===== src/rtl/core/uyv_pkg.sv =====
// Shared constants and types for the UYVY 4:2:2 to 4:2:0 converter.
// No dependencies; used by uyv_position, uyv_out_stage and the converter top.
package uyv_pkg;

   localparam int MAX_PAIRS    = 1024;
   localparam int COL_W        = $clog2(MAX_PAIRS);
   localparam int CFG_W        = 11;
   localparam int PAIR_COL_W   = 10;
   localparam int CMP_W        = (CFG_W > COL_W + 1) ? CFG_W : COL_W + 1;
   localparam int CHROMA_W     = 16;
   localparam logic [CFG_W-1:0] PAIRS_PER_ROW_RESET = CFG_W'(320);

   // Position of the item being accepted.
   typedef struct packed {
      logic [COL_W-1:0] col;
      logic             odd;
      logic             last;
   } pos_type;

   // Word held between the line store access and the result register.
   typedef struct packed {
      logic [7:0]       luma_first;
      logic [7:0]       luma_second;
      logic [7:0]       u;
      logic [7:0]       v;
      logic [COL_W-1:0] col;
      logic             odd;
      logic             last;
   } stage_type;

   function automatic logic [7:0] round_avg(input logic [7:0] a, input logic [7:0] b);
      logic [8:0] sum;
      sum = {1'b0, a} + {1'b0, b} + 9'd1;
      return sum[8:1];
   endfunction

endpackage


===== src/rtl/core/uyv_position.sv =====
// Row length register plus column counter and row parity tracking.
// Depends on uyv_pkg.
module uyv_position (
   input  logic                      clock,
   input  logic                      reset,
   input  logic                      csr_wr_en,
   input  logic [uyv_pkg::CFG_W-1:0] csr_wr_data,
   input  logic                      advance,
   input  logic                      frame_start,
   output uyv_pkg::pos_type          pos
);
   logic [uyv_pkg::CFG_W-1:0] ppr_ff;
   logic [uyv_pkg::COL_W-1:0] col_ff, col_in, cur_col;
   logic                      odd_ff, odd_in, cur_odd;
   logic [uyv_pkg::CMP_W-1:0] cfg_ext, last_col;
   logic                      last;

   always_comb begin
      cfg_ext = uyv_pkg::CMP_W'(ppr_ff);
      // zero length acts as one, oversize clamps to the store depth
      if (ppr_ff == '0) begin
         last_col = '0;
      end else if (cfg_ext > uyv_pkg::CMP_W'(uyv_pkg::MAX_PAIRS)) begin
         last_col = uyv_pkg::CMP_W'(uyv_pkg::MAX_PAIRS - 1);
      end else begin
         last_col = cfg_ext - uyv_pkg::CMP_W'(1);
      end
   end

   assign cur_col = frame_start ? '0 : col_ff;
   assign cur_odd = frame_start ? 1'b0 : odd_ff;
   assign last    = (uyv_pkg::CMP_W'(cur_col) >= last_col);

   always_comb begin
      col_in = col_ff;
      odd_in = odd_ff;
      if (advance) begin
         if (last) begin
            col_in = '0;
            odd_in = ~cur_odd;
         end else begin
            col_in = cur_col + uyv_pkg::COL_W'(1);
            odd_in = cur_odd;
         end
      end
   end

   always_ff @(posedge clock) begin
      if (reset) begin
         ppr_ff <= uyv_pkg::PAIRS_PER_ROW_RESET;
         col_ff <= '0;
         odd_ff <= 1'b0;
      end else begin
         if (csr_wr_en) begin
            ppr_ff <= csr_wr_data;
         end
         col_ff <= col_in;
         odd_ff <= odd_in;
      end
   end

   assign pos.col  = cur_col;
   assign pos.odd  = cur_odd;
   assign pos.last = last;
endmodule


===== config.mk =====
export PLATFORM = sky130hd
export DESIGN_NAME = uyv_position
export DESIGN_NICKNAME = d
export VERILOG_FILES = /design/src/rtl/core/uyv_pkg.sv /design/src/rtl/core/uyv_position.sv
export SDC_FILE = /design/constraint.sdc
export NUM_CORES = 1
export LEC_CHECK = 0
export ABC_AREA = 1
export BUFFER_PORTS_ARGS = -buffer_cell sky130_fd_sc_hd__buf_2
export CAP_MARGIN = 5
export CORE_ASPECT_RATIO = 0.6
export CORE_MARGIN = 4
export CORE_UTILIZATION = 45
export CTS_CLUSTER_DIAMETER = 150
export DETAILED_ROUTE_END_ITERATION = 10
export PLACE_DENSITY_LB_ADDON = 0.05
export SLEW_MARGIN = 5
export SYNTH_ARGS = -nofsm -noshare
export SYNTH_HDL_FRONTEND = slang
export SYNTH_SLANG_ARGS = --single-unit

===== constraint.sdc =====
create_clock -name clock -period 2.5 [get_ports clock]
set_input_delay 0.375 -clock clock [delete_from_list [all_inputs] [get_ports clock]]
set_output_delay 0.375 -clock clock [all_outputs]
set_load 0.02 [all_outputs]

== Word-level counts from Yosys, hierarchy flattened ==
Index checks and enable logic that the tools add are counted.

* Bits in read-only memories: 0
* Output and inout port bits: 12
* Word-level logic and storage cells: 15
* Flip-flop bits (word level): 22
* Latch bits: 0
* Memory bits (writable): 0
* Memories kept: 0
* Input port bits: 16

* Add/sub/neg operators: 2
* Multiplexer cells: 6
* Multipliers: 0
* Shifts and indexed selects: 0
* Equality and inequality tests: 0
* $lt $le $gt $ge: 2
* Divide/modulo/power cells: 0
* Reductions and logical operators: 1
* Bitwise gates (word level): 1

{| class="wikitable"
|+ Operator list
! operator !! count
|-
| two-way mux 11 bit || 2
|-
| two-way mux 10 bit || 2
|-
| >= comparator 10 x 11 -> 1 bit || 1
|-
| greater-than comparator 11 bit (second input constant) || 1
|-
| logical NOT 11 bit || 1
|-
| subtractor 11 x 1 -> 11 bit (second input constant) || 1
|-
| adder 10 x 1 -> 10 bit (second input constant) || 1
|-
| two-way mux 1 bit || 2
|-
| inverter 1 bit || 1
|}

== Depth between registers and ports, before layout ==
Gate-level depths: netlist of the first run.

* Depth in word-level cells: 5
* Depth in mapped cells: 21
* Gate-level depth less buffers: 21

== Worst setup path after synthesis of the first run ==
OpenSTA, ideal clock, no wires.

* Path kind: register -> output
* Start: register ppr_ff (netlist bit cfg_ext[0])
* End: output port pos[0] in the netlist's numbering
* Data required time: 2.125 ns
* Buffers on the path: 1
* Data arrival time: 2.145 ns
* Stages on the path, launching flop included: 19
* Setup slack: -0.020 ns
* Cell sequence: dfxtp_1 inv_1 ha_1 nand3_2 nor2_4 nand2_2 nor3_4 nand2_2 nand2_4 nand3_1 nand2_1 ha_1 nand2_1 inv_1 nand2_1 nand2_1 nand2_1 nand4_2 buf_4

* Cells in the longest elaborated chain, start to end: 4

{| class="wikitable"
|+ Ends and longest elaborated chain
! item !! line !! source
|-
| from (decl) || uyv_position.sv:12 || <nowiki>logic [uyv_pkg::CFG_W-1:0] ppr_ff;</nowiki>
|-
| from (signal assigned) || uyv_position.sv:50 || <nowiki>ppr_ff <= uyv_pkg::PAIRS_PER_ROW_RESET;</nowiki>
|-
| from (signal assigned) || uyv_position.sv:55 || <nowiki>ppr_ff <= csr_wr_data;</nowiki>
|-
| subtractor 11 x 1 -> 11 bit or greater-than comparator 11 bit (tied branches) || uyv_position.sv:26, uyv_position.sv:23 ||
|-
| two-way mux 11 bit || uyv_position.sv:23 || <nowiki>end else if (cfg_ext > uyv_pkg::CMP_W'(uyv_pkg::MAX_PAIRS)) begin</nowiki>
|-
| two-way mux 11 bit (*) || uyv_position.sv:21 || <nowiki>if (ppr_ff == '0) begin</nowiki>
|-
| >= comparator 10 x 11 -> 1 bit (*) || uyv_position.sv:32 || <nowiki>assign last = (uyv_pkg::CMP_W'(cur_col) >= last_col);</nowiki>
|-
| to (decl) || uyv_position.sv:10 || <nowiki>output uyv_pkg::pos_type pos</nowiki>
|}

Every way passes the cells marked *; elsewhere a longest branch is shown, timed or not.

==> flow_metrics.tcl, run 1 <==
set metrics [dict create \
    status "finished with violations" \
    violations "setup timing" \
    register_area_um2 442 \
    routedWlPerCell_um 13.1 \
    rsz0062_at_grt "yes" \
    vias 1691 \
    core-area_um2 3680 \
    avgSynthCellArea_um2 6.82 \
    combPwrFrac_pct 30.8 \
    r2r-start "cfg_ext[1]" \
    leakagePower_nw 1.09 \
    num_rows 17 \
    ant_nets 0 \
    cts_tree "yes" \
    drv_cap 0 \
    ir_drop_uv 190 \
    portBuffers 27 \
    num-fill-cells 338 \
    dieHeight_um 55.9 \
    worstPathRequired_ps 2120 \
    nets 329 \
    synth_flop_cell "dfxtp_1" \
    power_frac_clock_pct 28.5 \
    drc_errors 0 \
    hp-class "input port to flip-flop" \
    first_pass_iters 4 \
    seq_power_share_pct 40.7 \
    cts.path.max_buffers 2 \
    grt_pass1_wl_mm 7.31 \
    post-route-min-period_ps 2860 \
    synth_edf_count 0 \
    fmax_ghz 0.349 \
    diodes 0 \
    ys.warnings.count 0 \
    syn_area_um2 1720 \
    multi_input_area_um2 1310 \
    finalWeightedCongestion 0.916 \
    layout_common_cells "nand2_1, inv_1, buf_2" \
    netlist_instances 252 \
    drt-initial-drc-count 95 \
    cp.arrival_ps 2490 \
    setup_ws_ps -361 \
    dp_slack_ps -197 \
    critPathKind "flip-flop to output port" \
    worst_slew_pin_slew_ps 491 \
    power.switching_w 0.000306 \
    final_common_cell "nand2_1" \
    fin_skew_ps 2.66 \
    cts_root_buf "clkbuf_8" \
    final_cells 347 \
    fp.dieW_um 87.8 \
    place_inst 337 \
    first_global_vias 1534 \
    cts_inserted_buffers 3 \
    synthArstFlopShare_pct 0 \
    clk_pin_slew_ps 80 \
    hold_viol 0 \
    setup_viol 12 \
    start_kind "flip-flop" \
    synth_cell_types 31 \
    switching_share_pct 32.6 \
    synth_nets 280 \
    antenna_found_initial 0 \
    clk_latency_ps 270 \
    htree_levels 1 \
    hpwl_mm 3.29 \
    drive_above_1_share_pct 38.7 \
    viasPerCell 4.87 \
    critPathMaxFanout 8 \
    gr-total-overflow 0 \
    yosysSeqAreaShare_pct 25.6 \
    pin_count 28 \
    crit_path_start "cfg_ext[1]" \
    start_util_pct 46.7 \
    worst_setup_path_end_kind "output port" \
    grt_usage_pct 19.0 \
    totalWireLength_mm 4.53 \
    p_per_area_nw_per_um2 406 \
    syn2layout_area_growth_pct 34.4 \
    cts_sinks 22 \
    period_share_pct 114 \
    grt_max_degree 19 \
    min-delay-start "reset" \
    max_slew_margin_pct 67.2 \
    dieArea_um2 4910 \
    internal-power_w 0.000632 \
    synth-seq-cells 22 \
    drv_slew 0 \
]
final cells by class:
| type | instances | area share [%] |
|---|---|---|
| multi-input cells | 190 | 56.5 |
| repair buffers | 49 | 13.8 |
| inverters | 35 | 5.69 |
| flip-flops and latches | 22 | 19.1 |
| well taps | 47 | 2.55 |
| clock buffers | 4 | 2.38 |
state kept, by name, indices dropped and copies added (netlist names):
name / flops
cfg_ext: 11
col_ff: 10
odd_ff: 1
timing repair:
item	CTS	global route
setup endpoints to repair	12	12
pin swaps	9	5
hold buffers	0	0
setup buffers	1	4
gates resized for setup	18	23
cloned	1	0
kinds of logic (layout without fill, tap and decap cells):
logic type / Yosys count / after routing / synth area share (%)
AND/OR/NAND/NOR: 133 / 134 / 40.9
adder cells (fa/ha/maj): 12 / 12 / 8.73
XOR/XNOR: 6 / 6 / 3.06
flip-flops: 22 / 22 / 25.6
AO/OA/AOI/OAI: 38 / 38 / 11.4
buffers and inverters: 41 / 88 / 10.3
cells in the mapped netlist (2+ instances only):
cell type | instances | area (µm²)
a21oi_1 | 19 | 95.1
buf_4 | 2 | 15.0
buf_6 | 2 | 22.5
clkbuf_1 | 2 | 7.51
dfxtp_1 | 22 | 440
ha_1 | 12 | 150
inv_1 | 30 | 113
inv_2 | 4 | 15.0
nand2_1 | 62 | 233
nand2_2 | 4 | 25.0
nand2_4 | 3 | 33.8
nand3_1 | 13 | 65.1
nand3_2 | 2 | 20.0
nand3b_1 | 2 | 15.0
nand4_1 | 4 | 25.0
nor2_1 | 24 | 90.1
nor2_2 | 5 | 31.3
nor2_4 | 7 | 78.8
nor2_8 | 2 | 40.0
o21ai_0 | 16 | 80.1
xor2_1 | 5 | 43.8
per-stage QoR:
step	TNS [ps]	power [W]	hold WS (ps)	instance area (µm²)	utilization, %
after floorplan	0	0.000549	439	1740	-
after global placement	-781	0.000624	454	2020	54.8
after detailed placement	-1690	0.000623	455	2020	54.8
after CTS	-317	0.000917	305	2180	59.2
after global routing	-4360	0.000996	307	2310	62.8
final	-1970	0.000937	315	2310	62.8
per-layer routing:
metal  share of wire (%)  track usage [%]  up-vias  routed length [µm]
met2                  39             24.1       37                1790
met4                0.49             4.38        0                  22
met5                   0                0        -                   0
met1                  54             30.5      751                2440
li1                    -                -      901                   -
met3                 6.2             4.88        2                 281
power by group through the flow:
| stage | Clock (W) | Combinational, W | Sequential (W) |
|---|---|---|---|
| after floorplan | 0 | 0.000161 | 0.000388 |
| after global placement | 0 | 0.000235 | 0.000389 |
| after detailed placement | 0 | 0.000235 | 0.000388 |
| after CTS | 0.000278 | 0.000257 | 0.000381 |
| after global routing | 0.000292 | 0.000321 | 0.000384 |
| final | 0.000267 | 0.000288 | 0.000382 |
worst max-delay path, stage by stage, from the launching register on:
cell and delay, ps:
dfxtp_2 330, inv_2 70, ha_4 150, nand3_4 70, nor2_4 100, nand2_2 80
nor3_4 170, buf_6 140, nand3_4 120, nand2_1 90, nand2_1 60, ha_1 260
nand2_1 50, nor2_2 100, nand3b_1 140, nand4_4 150, buf_6 130
path summary, 6_finish.rpt:
path / slack, ps / cells after the start / end
max: -360 / 16 / pos[0]
min: 310 / 2 / col_ff[0]
max reg2reg: -230 / 21 / odd_ff
min reg2reg: 490 / 2 / col_ff[2]
Power figures use the tool's default switching activity.
==> inputs of run 2 (changes only) <==
--- a/config.mk
+++ b/config.mk
@@ -14,6 +14,7 @@
 export CTS_CLUSTER_DIAMETER = 150
 export DETAILED_ROUTE_END_ITERATION = 10
 export PLACE_DENSITY_LB_ADDON = 0.05
+export SETUP_SLACK_MARGIN = 0.5
 export SLEW_MARGIN = 5
 export SYNTH_ARGS = -nofsm -noshare
 export SYNTH_HDL_FRONTEND = slang
==> flow_metrics.tcl, run 2 (same netlist as run 1, synthesis figures left out) <==
set metrics [dict create \
    totalWireLength_mm 4.25 \
    gr-total-overflow 0 \
    dieArea_um2 4910 \
    setup_viol 12 \
    worst_setup_path_end_kind "output port" \
    violations "setup timing" \
    r2r-start "cfg_ext[1]" \
    cts_root_buf "clkbuf_8" \
    antenna_found_initial 0 \
    drv_slew 0 \
    clk_latency_ps 280 \
    hold_slack_ps 299 \
    syn2layout_area_growth_pct 37.3 \
    largest_register_ffs 11 \
    min-delay-start "csr_wr_data[6]" \
    tns_ps -2750 \
    core-area_um2 3680 \
    worstPathRequired_ps 2120 \
    num_rows 17 \
    grt_usage_pct 18.5 \
    first_pass_iters 4 \
    critPathKind "flip-flop to output port" \
    cp.arrival_ps 2450 \
    start_kind "flip-flop" \
    post-route-min-period_ps 2820 \
    cts_tree "yes" \
    fin_util_pct 64.2 \
    vias 1656 \
    hold_viol 0 \
    first_global_vias 1531 \
    cts_inserted_buffers 3 \
    rsz0062_at_grt "yes" \
    grt_pass1_wl_mm 7.25 \
    drt-initial-drc-count 98 \
    drv_cap 0 \
    p_per_area_nw_per_um2 434 \
    ir_drop_uv 297 \
    pin_count 28 \
    fin_skew_ps 4.62 \
    ant_nets 0 \
    min_delay_path_depth 3 \
    clk_pin_slew_ps 90 \
    cts.path.max_buffers 2 \
    hpwl_mm 3.29 \
    status "finished with violations" \
    crit_path_start "cfg_ext[1]" \
    dieHeight_um 55.9 \
    power_w 0.00102 \
    finalWeightedCongestion 0.856 \
    diodes 0 \
    hold_buffers 0 \
    dpl_cell_area_um2 2060 \
    worst_slew_pin_slew_ps 449 \
    fp.dieW_um 87.8 \
    ff2ff_path_depth 24 \
    setup_ws_ps -324 \
    max_slew_margin_pct 70.1 \
    leakagePower_nw 1.10 \
    drive_above_1_share_pct 40.9 \
    final_common_cell "nand2_1" \
    grt_max_degree 19 \
    viasPerCell 4.76 \
    layout_common_cells "nand2_1, inv_1, buf_2" \
    cts_sinks 22 \
    routedWlPerCell_um 12.2 \
    nets 330 \
    stdcell_area_um2 2360 \
    reg2reg_slack_ps -250 \
    r2r-end "col_ff[0]" \
    hold_path_end "cfg_ext[6]" \
    fmax_ghz 0.354 \
    start_util_pct 46.7 \
    hp-class "input port to flip-flop" \
    drc_errors 0 \
    htree_levels 1 \
    period_share_pct 113 \
    critPathMaxFanout 5 \
    portBuffers 27 \
]
run 2: cell types whose count changed in the layout (fill, tap and decap cells not counted), moves of 2 or more:
cell | previous run | this run
nand2_2 | 10 | 12
nand3_1 | 11 | 9
nand2_1 | 55 | 52
nand3_2 | 2 | 4
run 2: timing repair:
action / 4_1_cts / 5_1_grt
cloned: 1 / 0
pin swaps: 12 / 4
buffers inserted: 6 / 2
gates resized for setup: 21 / 18
setup endpoints to repair: 12 / 12
hold endpoints to repair: 0 / 0
run 2: worst max path at each step:
stage / to / slack, ps / cells after the start
global placement: pos[0] / -120 / 18
global route: pos[0] / -520 / 16
finish: pos[0] / -320 / 18
CTS: pos[0] / -290 / 16
detailed placement: pos[0] / -120 / 18
floorplan: pos[0] / 40 / 16
run 2: cell type report:
type	count	area, µm²
multi-input combinational	190	1330
inverter	35	131
fill	335	1320
tap	47	58.8
clock inverter	1	30.0
timing repair buffer	50	329
clock buffer	3	41.3
sequential	22	443
run 2: layer usage:
| metal | share of wire (%) | GRT usage [%] | up-vias |
|---|---|---|---|
| met2 | 36 | 22.4 | 40 |
| met4 | 0.89 | 3.94 | 0 |
| met3 | 6.1 | 4.14 | 5 |
| met5 | 0 | 0 | - |
| met1 | 57 | 31.4 | 705 |
| li1 | - | - | 906 |
run 2: per-stage QoR:
step,instances,worst slack (ps)
6_report,348,-324
3_5_place_dp,335,-122
2_1_floorplan,252,44.4
5_1_grt,348,-518
4_1_cts,346,-292
3_3_place_gp,335,-122
run 2: power breakdown:
| part | switching, W | internal (W) |
|---|---|---|
| logic | 0.000166 | 0.000126 |
| registers | 0.0000140 | 0.000369 |
| clock network | 0.000134 | 0.000214 |
| total | 0.000314 | 0.000710 |
run 2: worst max-delay path, stage by stage (launching register included):
cell      delay (ps)
dfxtp_2          330
inv_2             70
ha_4             140
nand3_4           70
nor2_4           100
nand2_2           80
nor3_4           160
nand2_2          120
nand2_4          110
nand3b_1         120
nand2_4           90
ha_4             210
nand2_2           50
nand2_1           50
nand2_1           60
nand2_1           60
nand2_2           90
nand4_4          110
buf_6            150
