--- src/rtl/core/uyv_pkg.sv ---
// Shared constants and types for the UYVY 4:2:2 to 4:2:0 converter.
// No dependencies; used by uyv_position, uyv_out_stage and the converter top.
package uyv_pkg;

   localparam int MAX_PAIRS    = 1024;
   localparam int COL_W        = $clog2(MAX_PAIRS);
   localparam int CFG_W        = 11;
   localparam int PAIR_COL_W   = 10;
   localparam int CMP_W        = (CFG_W > COL_W + 1) ? CFG_W : COL_W + 1;
   localparam int CHROMA_W     = 16;
   localparam logic [CFG_W-1:0] PAIRS_PER_ROW_RESET = CFG_W'(320);

   // Position of the item being accepted.
   typedef struct packed {
      logic [COL_W-1:0] col;
      logic             odd;
      logic             last;
   } pos_type;

   // Word held between the line store access and the result register.
   typedef struct packed {
      logic [7:0]       luma_first;
      logic [7:0]       luma_second;
      logic [7:0]       u;
      logic [7:0]       v;
      logic [COL_W-1:0] col;
      logic             odd;
      logic             last;
   } stage_type;

   function automatic logic [7:0] round_avg(input logic [7:0] a, input logic [7:0] b);
      logic [8:0] sum;
      sum = {1'b0, a} + {1'b0, b} + 9'd1;
      return sum[8:1];
   endfunction

endpackage

--- src/rtl/core/uyv_rsp_if.sv ---
// Result channel: luma pair, averaged chroma and position per word.
// Depends on nothing.
interface uyv_rsp_if;
   logic       valid;
   logic       ready;
   logic [7:0] luma_first_out;
   logic [7:0] luma_second_out;
   logic [7:0] chroma_u_out;
   logic [7:0] chroma_v_out;
   logic       chroma_valid;
   logic [9:0] pair_column;
   logic       row_is_odd;
   logic       row_end;

   modport source (output valid, luma_first_out, luma_second_out, chroma_u_out,
                   chroma_v_out, chroma_valid, pair_column, row_is_odd, row_end,
                   input ready);
   modport sink   (input valid, luma_first_out, luma_second_out, chroma_u_out,
                   chroma_v_out, chroma_valid, pair_column, row_is_odd, row_end,
                   output ready);
endinterface

--- src/rtl/core/uyv_out_stage.sv ---
// Chroma averaging and the result register that drives the output channel.
// Depends on uyv_pkg and uyv_rsp_if.
module uyv_out_stage (
   input  logic                         clock,
   input  logic                         reset,
   input  logic                         stage_valid,
   input  uyv_pkg::stage_type           stage,
   input  logic [uyv_pkg::CHROMA_W-1:0] stored_chroma,
   output logic                         stage_go,
   uyv_rsp_if.source                    rsp_chan
);
   logic       out_valid_ff, out_valid_in;
   logic       load;
   logic [7:0] luma_first_ff, luma_second_ff, cu_ff, cv_ff, cu_in, cv_in;
   logic [9:0] column_ff;
   logic       odd_ff, last_ff;

   assign stage_go     = ~out_valid_ff | rsp_chan.ready;
   assign load         = stage_valid & stage_go;
   assign out_valid_in = load | (out_valid_ff & ~rsp_chan.ready);

   always_comb begin
      cu_in = '0;
      cv_in = '0;
      // odd rows: average against the even-row pair held in the line store
      if (stage.odd) begin
         cu_in = uyv_pkg::round_avg(stored_chroma[7:0], stage.u);
         cv_in = uyv_pkg::round_avg(stored_chroma[15:8], stage.v);
      end
   end

   always_ff @(posedge clock) begin
      if (reset) begin
         out_valid_ff <= 1'b0;
      end else begin
         out_valid_ff <= out_valid_in;
      end
   end

   always_ff @(posedge clock) begin
      if (load) begin
         luma_first_ff  <= stage.luma_first;
         luma_second_ff <= stage.luma_second;
         cu_ff          <= cu_in;
         cv_ff          <= cv_in;
         column_ff      <= uyv_pkg::PAIR_COL_W'(stage.col);
         odd_ff         <= stage.odd;
         last_ff        <= stage.last;
      end
   end

   assign rsp_chan.valid           = out_valid_ff;
   assign rsp_chan.luma_first_out  = luma_first_ff;
   assign rsp_chan.luma_second_out = luma_second_ff;
   assign rsp_chan.chroma_u_out    = cu_ff;
   assign rsp_chan.chroma_v_out    = cv_ff;
   assign rsp_chan.chroma_valid    = odd_ff;
   assign rsp_chan.pair_column     = column_ff;
   assign rsp_chan.row_is_odd      = odd_ff;
   assign rsp_chan.row_end         = last_ff;
endmodule

--- src/flat_wrapper.sv ---
// flat-port wrapper written by rule: the top's interface ports become plain ports
module uyv_out_stage_flat 
  (clock, reset, stage_valid, stage, stored_chroma, stage_go, rsp_chan_valid, rsp_chan_luma_first_out, rsp_chan_luma_second_out, rsp_chan_chroma_u_out, rsp_chan_chroma_v_out, rsp_chan_chroma_valid, rsp_chan_pair_column, rsp_chan_row_is_odd, rsp_chan_row_end, rsp_chan_ready);
  uyv_rsp_if rsp_chan_i ();
  input  logic clock;
  input  logic reset;
  input  logic stage_valid;
  input  uyv_pkg::stage_type stage;
  input  logic [uyv_pkg::CHROMA_W-1:0] stored_chroma;
  output logic stage_go;
  output wire logic [$bits(rsp_chan_i.valid)-1:0] rsp_chan_valid;
  output wire logic [$bits(rsp_chan_i.luma_first_out)-1:0] rsp_chan_luma_first_out;
  output wire logic [$bits(rsp_chan_i.luma_second_out)-1:0] rsp_chan_luma_second_out;
  output wire logic [$bits(rsp_chan_i.chroma_u_out)-1:0] rsp_chan_chroma_u_out;
  output wire logic [$bits(rsp_chan_i.chroma_v_out)-1:0] rsp_chan_chroma_v_out;
  output wire logic [$bits(rsp_chan_i.chroma_valid)-1:0] rsp_chan_chroma_valid;
  output wire logic [$bits(rsp_chan_i.pair_column)-1:0] rsp_chan_pair_column;
  output wire logic [$bits(rsp_chan_i.row_is_odd)-1:0] rsp_chan_row_is_odd;
  output wire logic [$bits(rsp_chan_i.row_end)-1:0] rsp_chan_row_end;
  input wire logic [$bits(rsp_chan_i.ready)-1:0] rsp_chan_ready;
  assign rsp_chan_valid = rsp_chan_i.valid;
  assign rsp_chan_luma_first_out = rsp_chan_i.luma_first_out;
  assign rsp_chan_luma_second_out = rsp_chan_i.luma_second_out;
  assign rsp_chan_chroma_u_out = rsp_chan_i.chroma_u_out;
  assign rsp_chan_chroma_v_out = rsp_chan_i.chroma_v_out;
  assign rsp_chan_chroma_valid = rsp_chan_i.chroma_valid;
  assign rsp_chan_pair_column = rsp_chan_i.pair_column;
  assign rsp_chan_row_is_odd = rsp_chan_i.row_is_odd;
  assign rsp_chan_row_end = rsp_chan_i.row_end;
  assign rsp_chan_i.ready = rsp_chan_ready;
  uyv_out_stage u_core (.clock(clock), .reset(reset), .stage_valid(stage_valid), .stage(stage), .stored_chroma(stored_chroma), .stage_go(stage_go), .rsp_chan(rsp_chan_i));
endmodule
--- config.mk ---
export PLATFORM = sky130hd
export DESIGN_NAME = uyv_out_stage_flat
export DESIGN_NICKNAME = d
export VERILOG_FILES = /design/src/rtl/core/uyv_pkg.sv /design/src/rtl/core/uyv_rsp_if.sv /design/src/rtl/core/uyv_out_stage.sv /design/src/flat_wrapper.sv
export SDC_FILE = /design/constraint.sdc
export NUM_CORES = 1
export LEC_CHECK = 0
export ABC_AREA = 1
export BUFFER_PORTS_ARGS = -buffer_cell sky130_fd_sc_hd__buf_4
export CAP_MARGIN = 30
export CORE_ASPECT_RATIO = 0.6
export CORE_MARGIN = 3
export CORE_UTILIZATION = 41
export CTS_CLUSTER_SIZE = 25
export DETAILED_ROUTE_END_ITERATION = 8
export HOLD_SLACK_MARGIN = 0.1
export PLACE_DENSITY_LB_ADDON = 0.1
export SLEW_MARGIN = 20
export SYNTH_ARGS = -nofsm -noshare
export SYNTH_HDL_FRONTEND = slang
export SYNTH_SLANG_ARGS = --single-unit
--- constraint.sdc ---
create_clock -name clock -period 3.55 [get_ports clock]
set_input_delay 0.71 -clock clock [delete_from_list [all_inputs] [get_ports clock]]
set_output_delay 0.71 -clock clock [all_outputs]
set_load 0.02 [all_outputs]
---- Yosys cells after proc, flatten, opt, wreduce, memory -nomap -nowiden ----
Index checks and enable logic that the tools add are counted.
storage, ports and cells
  word-level logic and storage cells ...... 18
  output and inout bits ................... 47
  input port bits ......................... 64
  register bits after elaboration ......... 45
operators by class
  bitwise operators ....................... 6
  add/subtract/negate cells ............... 4
operator list
  operator               number
  $add A8 B8 Y9          2
  $add A9 B1 Y9 const B  2
  $and A1 B1 Y1          2
  $not A1 Y1             2
  $or A1 B1 Y1           2

---- Logic depth before layout (Yosys ltp) ----
Gate-level depths: netlist of run 1.
  depth after elaboration ................. 4
  gate-level depth with buffers ........... 10
  depth with buffers taken out ............ 10

---- Worst setup path before layout of run 1 ----
No wires, ideal clock.
  path kind ............................... input-to-reg
  start ................................... input port stage_valid
  end ..................................... register u_core.cu_ff[0] (netlist: u_core.rsp_chan.chroma_u_out[0]) (enable)
  setup time .............................. 460 ps
  stages on the path ...................... 2
  path buffers ............................ 0
  arrival time ............................ 2903 ps
  setup slack ............................. 186 ps
  data required time ...................... 3090 ps
  cells stage by stage .................... inv_1 > a21oi_1
between the ends
  cells in the longest elaborated chain, start to end .. 1
ends and longest elaborated chain
  element               line                 RTL
  from (decl)           flat_wrapper.sv:7    input logic stage_valid;
  $and A1 B1 Y1         uyv_out_stage.sv:19  assign load = stage_valid & stage_go;
  via u_core.load       uyv_out_stage.sv:13  logic load;
  to (signal assigned)  uyv_out_stage.sv:44  cu_ff <= cu_in;
  to (decl)             uyv_out_stage.sv:14  logic [7:0] luma_first_ff, luma_second_ff, cu_ff, cv_ff, cu_in, cv_in;
The timed path passes the listed nets, and every way through them passes these cells.
A chain may end at the register's enable or synchronous reset.

---- Worst setup path in the final report of run 1 ----
  start ................................... input port rsp_chan_ready
  end ..................................... output port stage_go
between the ends
  cells in the longest elaborated chain, start to end .. 1
ends and longest elaborated chain
  element       line                 RTL
  from (decl)   flat_wrapper.sv:20   input wire logic [$bits(rsp_chan_i.ready)-1:0] rsp_chan_ready;
  $or A1 B1 Y1  uyv_out_stage.sv:18  assign stage_go = ~out_valid_ff | rsp_chan.ready;
  to (decl)     flat_wrapper.sv:10   output logic stage_go;
Every way passes these cells.

==> results.cfg, run 1 <==
[power_and_ir_drop]
swShare_pct = 28.3
power_frac_seq_pct = 50.7
switching_power_mw = 0.357
ir_worst_vdd_uv = 264
combinationalPowerShare_pct = 23.6
p_int_mw = 0.904
power_density_mw_per_mm2 = 402
power.share.clock_pct = 25.7
finalPower_mw = 1.26
leakagePower_nw = 1.52

[die]
core-area_mm2 = 0.00480
initial_core_util_pct = 44.7
rows = 19
die_w_um = 99.5
die_y_um = 62.1
die-area_mm2 = 0.00617
ios = 111

[yosys]
synth_compound_area_share_pct = 5.13
synth_top_family_by_area = simple AND/OR/NAND/NOR gates
synth.area.mux_share_pct = 0
syn_nets = 273
synth_area_leader_cell = edfxtp_1
yosysSeqAreaShare_pct = 62.4
synth-xor-area-share_pct = 0
yosys.area_share.simple_pct = 16.4
synth.top_cell.area_share_pct = 61.5
syn_avg_cell_area_um2 = 11.1
yosys.area_share.adder_pct = 10.0
synth_cell_type_count = 16
synth_area_mm2 = 0.00215
yosys-top-cells-area = edfxtp_1, ha_1, nand2_1, a21oi_1, inv_1
yosys_warnings = 0
ys_seq_elements = 45
synth_cells = 193

[sta]
worst_pin_slew_ns = 0.495
fin_crit_sh_pct = 52.6
hold_viol_final = 0
finClkSkew_ns = 0.00739
tns_ns = 0
setup_viol = 0
min_period_ns = 1.87
rsz0062_at_grt = no
max_freq_mhz = 535
final_max_slew_viol_count = 0
slew_headroom_pct = 67.0

[global_route]
grt_max_degree = 40
grt_pass1_wl_um = 7290
globalRouteOverflowTotal = 0
antenna_found_initial = 0
grtUsageTotal_pct = 15.7
first_global_vias = 1546

[placed_design]
gp_congestion = 0.819
dp_hpwl_um = 3930
portBuffers = 110

[critical_path]
reg2reg_to = u_core.rsp_chan.luma_second_out[0]$_DFFE_PP_
worstPathMaxFanout = 2
critPathRequiredTime_ns = 2.84
path_class = input pin to primary output
cp-end-kind = primary output
slowest_stage = buf_4
timing.rr.start = u_core.rsp_chan.valid$_SDFF_PP0_
arrival_ns = 1.16
reg2reg_depth = 2
r2r_slack_ns = 2.08
crit_chain = buf_4 -> inv_1 -> nand2_1 -> buf_4
slowest_delay_ns = 0.16
cp-start-kind = input pin
crit_path_frequent_cell = buf_4

[cts]
clockBufferDepth = 2
numCtsBuffers = 5
cts_sinks = 45
clock_latency_ns = 0.30
hold_buffers = 0
cts.repair.resized = 0
cts_tree = done
cts_setup_buffers = 0
htreeDepth = 2
cts_root_buf = clkbuf_8
clk_pin_slew_ns = 0.09

[worst_hold_path]
hold_class = input pin to register
hold_path.startpoint = reset
hold_depth = 2
min_to = u_core.rsp_chan.valid$_SDFF_PP0_

[routing]
vias = 1738
wl_per_cell_um = 13.0
wl_um = 4870
drc = 0
dr.first_iter.drc_count = 64
viasPerCell = 4.66
drt_pass1_iterations = 4
antenna_left = 0

[finish]
drive_gt1_share_pct = 43.2
nNetsFinal = 389
area_growth_pct = 46.2
diodes = 0
nFillCells = 407

[run]
maxCapViolations = 0

[outcome]
outcome = finished clean
-- cells in the final DEF (no fill, tap or decap) --
| cell | count |
|---|---|
| nor2_1 | 18 |
| a21oi_4 | 1 |
| inv_1 | 26 |
| buf_4 | 111 |
| nand3_1 | 6 |
| inv_6 | 1 |
| ha_1 | 14 |
| dfxtp_1 | 1 |
| nand2_1 | 41 |
| nand3_2 | 2 |
| clkinv_2 | 1 |
| edfxtp_1 | 44 |
| nand2_2 | 10 |
| or2_4 | 2 |
| fa_1 | 2 |
| o21ai_1 | 2 |
| clkinvlp_4 | 1 |
| clkbuf_8 | 5 |
| a21oi_1 | 19 |
| clkinv_1 | 3 |
-- sequential cells by signal, indices dropped and copies added, names as in the netlist --
signal	cells
u_core.rsp_chan.luma_first_out	8
u_core.rsp_chan.chroma_v_out	8
u_core.rsp_chan.chroma_u_out	8
u_core.rsp_chan.valid	1
u_core.rsp_chan.row_end	1
u_core.rsp_chan.luma_second_out	8
u_core.rsp_chan.pair_column	10
u_core.rsp_chan.chroma_valid	1
-- synthesized netlist by cell type (all sizes together) --
master  instances
a21oi          20
buf             1
clkbuf          1
clkinv          3
dfxtp           1
edfxtp         44
fa              2
ha             14
inv            26
nand2          51
nand3           8
nor2           18
o21ai           2
or2             2
-- worst max-delay path by stage --
stage                startpoint                                       endpoint  cells after the start
6_report         rsp_chan_ready                                       stage_go                      4
5_1_grt          rsp_chan_ready                                       stage_go                      4
4_1_cts          rsp_chan_ready                                       stage_go                      4
3_5_place_dp   stored_chroma[8]  u_core.rsp_chan.chroma_v_out[5]$_SDFFCE_PN0P_                     10
3_3_place_gp          stage[20]  u_core.rsp_chan.chroma_u_out[5]$_SDFFCE_PN0P_                     10
2_1_floorplan       stage_valid  u_core.rsp_chan.chroma_u_out[0]$_SDFFCE_PN0P_                      2
-- cells by family (layout without fill, tap and decap cells) --
family	count (synthesis)	count (layout)
buf+inv	31	148
flops	45	45
fa+ha+maj	16	16
simple gates	79	79
compound gates	22	22
-- area by class of cell --
| type | instances | area (um^2) | area share (%) |
|---|---|---|---|
| clock inverter | 3 | 21.3 | 0.677 |
| tap | 63 | 78.8 | 2.51 |
| clock buffer | 5 | 68.8 | 2.19 |
| timing repair buffer | 111 | 833 | 26.5 |
| multi-input combinational | 117 | 688 | 21.9 |
| sequential | 45 | 1340 | 42.7 |
| inverter | 29 | 109 | 3.47 |
-- power groups by stage --
stage               Sequential, mW  Combinational, mW  Clock (mW)
floorplan                    0.700              0.115           0
global placement             0.651              0.294           0
detailed placement           0.652              0.300           0
CTS                          0.640              0.300       0.333
global route                 0.644              0.328       0.358
finish                       0.640              0.298       0.325
-- critical path: cells and delay by family --
kind          cells  cell delay, ns
simple gates      1            0.08
buf+inv           3            0.36
-- through the flow --
step,hold WS (ns),worst slack [ns],cells,area [um^2],utilization (%)
after global placement,0.527,1.54,365,3050,63.5
after global routing,0.546,1.65,373,3140,65.4
after CTS,0.541,1.67,373,3140,65.4
final,0.549,1.68,373,3140,65.4
after floorplan,0.705,0.186,193,2150,-
after detailed placement,0.547,1.52,365,3050,63.5
-- layer usage --
| metal | track usage, % | wire length, um | vias to the layer above |
|---|---|---|---|
| met3 | 5.46 | 464 | 4 |
| li1 | - | - | 873 |
| met2 | 23.3 | 2100 | 72 |
| met5 | 0 | 0 | - |
| met4 | 4.09 | 34 | 0 |
| met1 | 22.4 | 2260 | 789 |
Power figures use the tool's default switching activity.
==> run 2, diff against run 1 <==
- clock period: 3.55 -> 1.6 ns (I/O delays scaled with it)
==> results.cfg, run 2 (same netlist as run 1, synthesis figures left out) <==
[routing]
wl_per_cell_um = 13.2
vias = 1693
drt_pass1_iterations = 5
drc = 0
wl_um = 4920
viasPerCell = 4.53
dr.first_iter.drc_count = 45
antenna_left = 0

[sta]
rsz0062_at_grt = no
finClkSkew_ns = 0.00526
slew_headroom_pct = 83.7
fin_crit_sh_pct = 83.9
final_max_slew_viol_count = 0
setup_viol = 0
min_period_ns = 1.34
max_freq_mhz = 745
hold_viol_final = 0
fin_ws_ns = 0.258
fin_hold_ws_ns = 0.160
worst_pin_slew_ns = 0.244

[global_route]
first_global_vias = 1629
globalRouteOverflowTotal = 0
grtUsageTotal_pct = 16.1
grt_pass1_wl_um = 7600
antenna_found_initial = 0
grt_max_degree = 26

[critical_path]
worstPathMaxFanout = 3
critPathRequiredTime_ns = 1.66
arrival_ns = 1.40
cp-start-kind = input pin
cp-end-kind = register
path_class = input pin to register

[power_and_ir_drop]
ir_worst_vdd_uv = 568
combinationalPowerShare_pct = 23.8
power_frac_seq_pct = 50.5
p_int_mw = 2.02
swShare_pct = 28.2
leakagePower_nw = 1.53
power.share.clock_pct = 25.7
switching_power_mw = 0.793
power_density_mw_per_mm2 = 888

[finish]
area_growth_pct = 47.4
layout_common_cells = buf_4, edfxtp_1, nand2_1
utilization_pct = 65.9
diodes = 0
nNetsFinal = 390
drive_gt1_share_pct = 43.7
largest_register_ffs = 10
layout_commonest_cell = buf_4
instances_no_fill = 374
fin_area_mm2 = 0.00317

[run]
maxCapViolations = 0

[cts]
cts_tree = done
cts_root_buf = clkbuf_8
cts_sinks = 45
hold_buffers = 0
clockBufferDepth = 2
numCtsBuffers = 5
cts.repair.resized = 0
cts_setup_buffers = 0
clk_pin_slew_ns = 0.09
htreeDepth = 2
clock_latency_ns = 0.29

[die]
ios = 111
die-area_mm2 = 0.00617
rows = 19
die_w_um = 99.5
die_y_um = 62.1
core-area_mm2 = 0.00480
initial_core_util_pct = 44.7

[outcome]
outcome = finished clean

[placed_design]
dp_hpwl_um = 3940
pre_cts_ws_ns = -0.0306
gp_congestion = 0.777
portBuffers = 110
dpl.cell_count = 366
place_area_mm2 = 0.00307

[worst_hold_path]
hold_class = input pin to register
## run 2: power groups by stage
stage / logic [mW] / clock network [mW] / registers [mW]
final: 0.669 / 0.723 / 1.42
after global routing: 0.742 / 0.820 / 1.43
after CTS: 0.677 / 0.747 / 1.42
after detailed placement: 0.672 / 0 / 1.45
after global placement: 0.662 / 0 / 1.44
after floorplan: 0.257 / 0 / 1.55
## run 2: per-stage QoR
stage / TNS, ns / total power [mW]
2_1_floorplan: 0 / 1.81
3_3_place_gp: -0.0218 / 2.11
3_5_place_dp: -0.0889 / 2.12
4_1_cts: 0 / 2.84
5_1_grt: 0 / 2.99
6_report: 0 / 2.81
## run 2: layer usage
metal	part of all wire [%]	track usage, %	routed length (um)
met5	0	0	0
met4	0.24	2.33	12
met3	8.0	5.35	394
met2	45	25.8	2200
met1	47	22.3	2320
## run 2: final cells by class
type                    count  area, um^2
clock buffers               5        68.8
clock inverters             3        25.0
fillers                   412        1640
inverters                  29         109
multi-input cells         117         688
flip-flops and latches     45        1340
well taps                  63        78.8
repair buffers            112         853
## run 2: worst paths after layout
path / from / to / slack, ns / cells after the start
max reg2reg: u_core.rsp_chan.valid$_SDFF_PP0_ / u_core.rsp_chan.luma_second_out[0]$_DFFE_PP_ / 0.50 / 2
min: reset / u_core.rsp_chan.valid$_SDFF_PP0_ / 0.16 / 2
max: stage[12] / u_core.rsp_chan.chroma_v_out[5]$_SDFFCE_PN0P_ / 0.26 / 10
min reg2reg: u_core.rsp_chan.valid$_SDFF_PP0_ / u_core.rsp_chan.valid$_SDFF_PP0_ / 0.51 / 2
## run 2: worst max-delay path, stage by stage
cell	delay, ns
buf_4	0.11
inv_1	0.04
nand2_1	0.07
fa_1	0.40
nand2_1	0.11
nand2_2	0.08
nand3_2	0.07
nand2_2	0.06
nor2_1	0.09
nor2_1	0.05
